--- src/rtl/eac_pkg.sv ---
// Shared constants for the encoder electric angle compensation block.
package eac_pkg;

  // Angle format: unsigned fraction of one turn
  localparam int ANGLE_W = 16;
  // Interpolation weight bits taken from the table position fraction
  localparam int FRAC_W = 8;
  // Correction table entry width (signed)
  localparam int CORR_W = 16;

  // Configuration port
  localparam int CFG_IDX_W  = 2;
  localparam int CFG_DATA_W = 16;
  localparam int PP_W       = 7;

  localparam logic [CFG_IDX_W-1:0] CFG_ANGLE_OFFSET = 2'd0;
  localparam logic [CFG_IDX_W-1:0] CFG_POLE_PAIRS   = 2'd1;
  localparam logic [CFG_IDX_W-1:0] CFG_REVERSE_DIR  = 2'd2;

  localparam logic [PP_W-1:0] POLE_PAIRS_RST = 7'd7;

  // Item operation codes
  localparam logic OP_COMPUTE = 1'b0;
  localparam logic OP_WRITE   = 1'b1;

  // Correction table write request
  typedef struct packed {
    logic                     en;
    logic [11:0]              addr;
    logic signed [CORR_W-1:0] data;
  } tbl_wr_t;

endpackage

--- src/rtl/eac_corr_table.sv ---
// Correction table memory: one write port, two registered read ports, clear sweep after reset.
module eac_corr_table #(
  parameter int ENTRIES = 256,
  parameter int IDX_W   = 8
) (
  input  logic                              clk,
  input  logic                              rst_n,
  input  eac_pkg::tbl_wr_t                  wr,
  input  logic                              rd_en,
  input  logic [IDX_W-1:0]                  rd_addr0,
  input  logic [IDX_W-1:0]                  rd_addr1,
  output logic signed [eac_pkg::CORR_W-1:0] rd_data0,
  output logic signed [eac_pkg::CORR_W-1:0] rd_data1,
  output logic                              clr_busy
);

  logic signed [eac_pkg::CORR_W-1:0] mem [ENTRIES];

  logic             clr_busy_r;
  logic [IDX_W-1:0] clr_idx_r;

  logic                              we;
  logic [IDX_W-1:0]                  wa;
  logic signed [eac_pkg::CORR_W-1:0] wd;

  // Clear sweep: one entry per cycle after reset
  always_ff @(posedge clk) begin
    if (!rst_n) begin
      clr_busy_r <= 1'b1;
      clr_idx_r  <= '0;
    end else if (clr_busy_r) begin
      clr_idx_r <= clr_idx_r + 1'b1;
      if (clr_idx_r == IDX_W'(ENTRIES - 1)) begin
        clr_busy_r <= 1'b0;
      end
    end
  end

  // Write port shared by the sweep and table write items
  always_comb begin
    if (clr_busy_r) begin
      we = 1'b1;
      wa = clr_idx_r;
      wd = '0;
    end else begin
      we = wr.en;
      wa = IDX_W'(wr.addr);
      wd = wr.data;
    end
  end

  always_ff @(posedge clk) begin
    if (we) begin
      mem[wa] <= wd;
    end
    if (rd_en) begin
      rd_data0 <= mem[rd_addr0];
      rd_data1 <= mem[rd_addr1];
    end
  end

  assign clr_busy = clr_busy_r;

endmodule
--- config.mk ---
export PLATFORM = sky130hd
export DESIGN_NAME = eac_corr_table
export DESIGN_NICKNAME = d
export VERILOG_FILES = /design/src/rtl/eac_pkg.sv /design/src/rtl/eac_corr_table.sv
export SDC_FILE = /design/constraint.sdc
export NUM_CORES = 2
export LEC_CHECK = 0
export BUFFER_PORTS_ARGS = -buffer_cell sky130_fd_sc_hd__clkbuf_2
export CORE_MARGIN = 8
export CORE_UTILIZATION = 55
export CTS_CLUSTER_SIZE = 28
export DETAILED_ROUTE_END_ITERATION = 6
export GPL_ROUTABILITY_DRIVEN = 0
export PLACE_DENSITY = 0.7
export SETUP_SLACK_MARGIN = 0.2
export SYNTH_ARGS = -nofsm -noshare
export SYNTH_HDL_FRONTEND = slang
export SYNTH_SLANG_ARGS = --single-unit
--- constraint.sdc ---
create_clock -name clk -period 31.1 [get_ports clk]
set_input_delay 7.775 -clock clk [delete_from_list [all_inputs] [get_ports clk]]
set_output_delay 7.775 -clock clk [all_outputs]
set_load 0.05 [all_outputs]
# Yosys cells after proc, flatten, opt, wreduce, memory -nomap -nowiden
# Memory sizes are Yosys's and may differ from the RTL's. A register that Yosys moved wholly into a read port is not among the register bits.
# Cells that the tools add are included.
[totals]
regBits = 9
latch_bits = 0
mem_bits_rw = 4096
rom_bits = 0
in_bits = 48
output_inout_bits = 33
elab_cells = 12
memories = 1
[op_classes]
n_addsub = 1
multipliers = 0
div = 0
magnitude_cmp = 0
eq_ne = 1
shifts = 0
n_mux = 7
bitwise = 0
reduce_logical = 0
[mem_list]
columns = ["memory", "depth", "word_bits", "read_ports", "rd_ports_with_merged_regs", "wr", "line_no", "rtl"]
rows = [
  ["mem", 256, 16, 2, 2, 1, "eac_corr_table.sv:17", "logic signed [eac_pkg::CORR_W-1:0] mem [ENTRIES];"],
]
[ops]
columns = ["operator", "count"]
rows = [
  ["16-bit 2-to-1 mux", 1],
  ["8-bit by 1-bit adder with 8-bit output (second input constant)", 1],
  ["8-bit == test (second input constant)", 1],
  ["8-bit 2-to-1 mux", 1],
  ["1-bit 2-to-1 mux", 5],
]

# Depth between registers and ports, before layout
[depth]
word_depth = 3
depth_mapped = 13
mapped_depth_nobuf = 7

# Worst setup path before layout
# No wires, ideal clock.
[synth_path]
path_kind = "input -> register"
start = "input port wr[10] (netlist bit)"
end = "memory mem[0][10] (netlist bit) (data pin)"
setup_ns = 1.446
t_arrival_ns = 13.920
t_required_ns = 29.654
setup_slack_ns = 15.734
path_stages = 1
path_buffers = 0
cell_sequence = "nor2b_1"
[synth_between]
elab_chain_cells = 1
[synth_rtl]
columns = ["item", "line_no", "rtl"]
rows = [
  ["start: declaration", "eac_corr_table.sv:8", "input eac_pkg::tbl_wr_t wr,"],
  ["16-bit 2-to-1 mux", "eac_corr_table.sv:41", "if (clr_busy_r) begin"],
  ["end: declaration", "eac_corr_table.sv:17", ""],
]
# No other way between the ends.

==> impl_results.md <==
* Critical Path Sink: rd_data0[10]$_DFFE_PP_
* Crit. path cell count at 12
* Slew @ Worst Pin at ~1800 ps
* Worst reg2reg path endpoint: mem[122][1]$_DFFE_PP_
* Startpoint types: input pin
* Crit share post-route at roughly 47%
* Total iterations of the first detailed-routing run at 7
* Total GRT Usage at between 30% and 40%
* Initial antenna violation count at 61
* Total of max-cap violations at 3
* Max incr delay on CP at around 1000 ps
* Post-CTS sizing at 0
* DR vias/cell at approximately 7.6
* RR Startpoint: clr_busy$_SDFF_PN1_
* Row count at ~220
* Design area at between 200000 and 250000 um^2
* Synth cell types at 75
* Slew margin rel. at -20.90%
* DP Worst Slack at between 15000 and 20000 ps
* CP max FO at 100
* Number of buffers and inverters on the critical path at 7
* Nets at approximately 11000
* Synth top area cells: edfxtp_1 (64%), mux4_2 (20%), mux2i_1 (5.4%), o221ai_1 (1.3%), o22ai_1 (1.1%)
* Die width at 609.3 um
* Die Y at about 610 um
* P&R area growth vs syn at 10.48%
* Critical path required time at roughly 32000 ps
* Max Clock Freq at roughly 70 MHz
* Setup_tns at 0 ps
* Setup crit end kind: flop
* Clock Sinks at between 4000 and 5000
* Worst hold path class: reg2reg
* Crit path time final at around 15000 ps
* Area leader, netlist: edfxtp_1
* Deepest clock path buffer count at 4
* Crit path kind: in2reg
* Mean post-synth cell area at between 15 and 20 um^2
* Crit path cell chain: buf_12 > buf_4 > buf_4 > buf_4 > buf_4 > buf_4 > buf_4 > mux4_2 > o22ai_1 > nor3_1 > nor3_1 > nor4_1
* Final hold vios at 0
* Crit path arrival time at 15200 ps
* Final wirelength at between 600 and 700 mm
* CTS buffer count at 428
* Largest net degree at the start of global routing at ~220
* Fraction of layout cells with a size suffix above 1 at just under 30%
* Residual DRC count at 0
* CTS tree: built
* Hold Buf Count CTS at 0
* Final WS setup at approximately 17000 ps
* Vias in the first global route at 116800
* Core Area at roughly 350000 um^2
* EDFF count, synth at between 4000 and 5000
* Initial Utilization at 55.07%
* Root Buffer: clkbuf_16
* Count leader, synth: edfxtp_1
* Critical path origin: rd_addr0[0]
* Final slew viol count at roughly 130
* Final Setup Violations at 0
* Synthesized cell area at 193600 um^2
* Die area at about 370000 um^2
* Seq cells post-synth at around 4100
* Worst Reg-to-Reg Cells at 4
* Synth Warn # at 0
* Post-synth top area share at about 64%
* Initial DRC Count at approximately 20000
* Worst-path clk slew at about 70 ps
* Synth Instances at roughly 10000
* CP dominant cell by count: buf_4
* IO Count at between 80 and 90
* Worst Hold Depth at 2
* Setup bufs post-CTS at 0
* Routed Antenna Nets at 0
* H-tree levels at 5
* Final Power at 12.06 mW
* Mapped Nets at roughly 10000
* R2R Setup Slk at ~26000 ps
* First-pass GRT wire length at around 900 mm
* Pwr/cell area at about 56 nW/um^2
* Outcome: complete, but fails checks
* Cell Area, Placed at about 200000 um^2
* Sequential area share after synthesis at ~64%
* Vias at between 100k and 150k
* Post-synth top cells: edfxtp_1 (4128), mux4_2 (1695), mux2i_1 (1054), nor2_1 (420), clkbuf_1 (349)
* Slowest cell on crit path: nor4_1
* Leak at 69.46 nW
* Input/output buffers at 76
* Violated checks: max-capacitance violations, max-slew violations
* Overflow after GRT at 0
* Top delay family on crit path: buffers and inverters
* Asr flop ratio synth at 0%
* Worst-skew pair later-pin latency at between 1000 and 1500 ps
* Maximum VDD drop at between 0.00005 and 0.00006 V
* RSZ-0062 raised after global routing: no
* Avg WL per Cell at 41.67 um
* Worst Skew at 57.55 ps
* DP HPWL at ~400 mm
* Post-synth top flop: edfxtp_1
final cells by class:
cell class | instances | area (um^2)
tap | 4620 | 5781
multi-input combinational | 5427 | 65510
sequential | 4137 | 124100
antenna | 39 | 97.59
timing repair buffer | 609 | 4800
inverter | 16 | 86.33
fill | 24480 | 137700
clock buffer | 510 | 11170
clock inverter | 260 | 2330
through the flow:
step | instances | util [%] | hold slack (ps)
2_1_floorplan | 10430 | - | 502.8
3_5_place_dp | 14810 | 56.97 | 545.9
3_3_place_gp | 14810 | 56.97 | 533.3
6_report | 15620 | 60.84 | 559.0
5_1_grt | 15590 | 60.82 | 616.0
4_1_cts | 15580 | 60.81 | 557.0
flip-flops by register name, summed over array words and instances, names as in the netlist:
signal     flops
rd_data0      16
clr_idx_r      8
rd_data1      16
mem         4096
clr_busy       1
routing by layer:
layer | wire length, um | GRT usage (%)
met1 | 217200 | 44.43
met2 | 282000 | 49.47
met3 | 102800 | 13.20
met4 | 48250 | 20.01
met5 | 408 | 0.05165
cell usage in the layout (no fill, tap or decap), types with 81 or more instances in the layout:
master and count:
mux4_2 1695, buf_4 509, nor2_2 196, nor2_1 209, o22ai_1 345, a21oi_1 229
nand2_1 259, a22oi_1 89, mux2i_1 1054, clkinv_2 81, edfxtp_1 4128, o221ai_1 285
o21ai_0 120, clkbuf_16 435, clkinv_1 109, nor3_1 291
kinds of logic (layout without fill, tap and decap cells):
family / count (synthesis) / after routing / share of synthesized area, %
flops: 4137 / 4137 / 64.12
simple gates: 1264 / 1264 / 3.016
fa+ha+maj: 1 / 1 / 0.006461
other cells: 0 / 39 / 0
mux: 2786 / 2786 / 25.38
xor+xnor: 5 / 5 / 0.02262
compound gates: 1371 / 1371 / 4.930
buf+inv: 866 / 1395 / 2.529
where the power goes:
group          total [mW]  switching [mW]  internal [mW]
clock network        5.05            2.19           2.86
registers            6.07          0.0133           6.05
logic               0.938           0.594          0.344
total                12.1            2.80           9.26
worst min-delay path, delay by kind of cell (launching register included):
kind | cells | cell delay, ps
flops | 1 | 350
compound gates | 2 | 160
worst min path at each step:
stage,slack [ps],startpoint,end
floorplan,500,clr_idx_r[6]$_SDFFE_PN0P_,clr_idx_r[6]$_SDFFE_PN0P_
global placement,530,clr_idx_r[6]$_SDFFE_PN0P_,clr_idx_r[6]$_SDFFE_PN0P_
detailed placement,550,clr_idx_r[6]$_SDFFE_PN0P_,clr_idx_r[6]$_SDFFE_PN0P_
CTS,560,clr_idx_r[6]$_SDFFE_PN0P_,clr_idx_r[6]$_SDFFE_PN0P_
global route,620,clr_idx_r[0]$_SDFFE_PN0P_,clr_idx_r[0]$_SDFFE_PN0P_
finish,560,clr_idx_r[6]$_SDFFE_PN0P_,clr_idx_r[6]$_SDFFE_PN0P_
(Power assumes the default switching activity.)
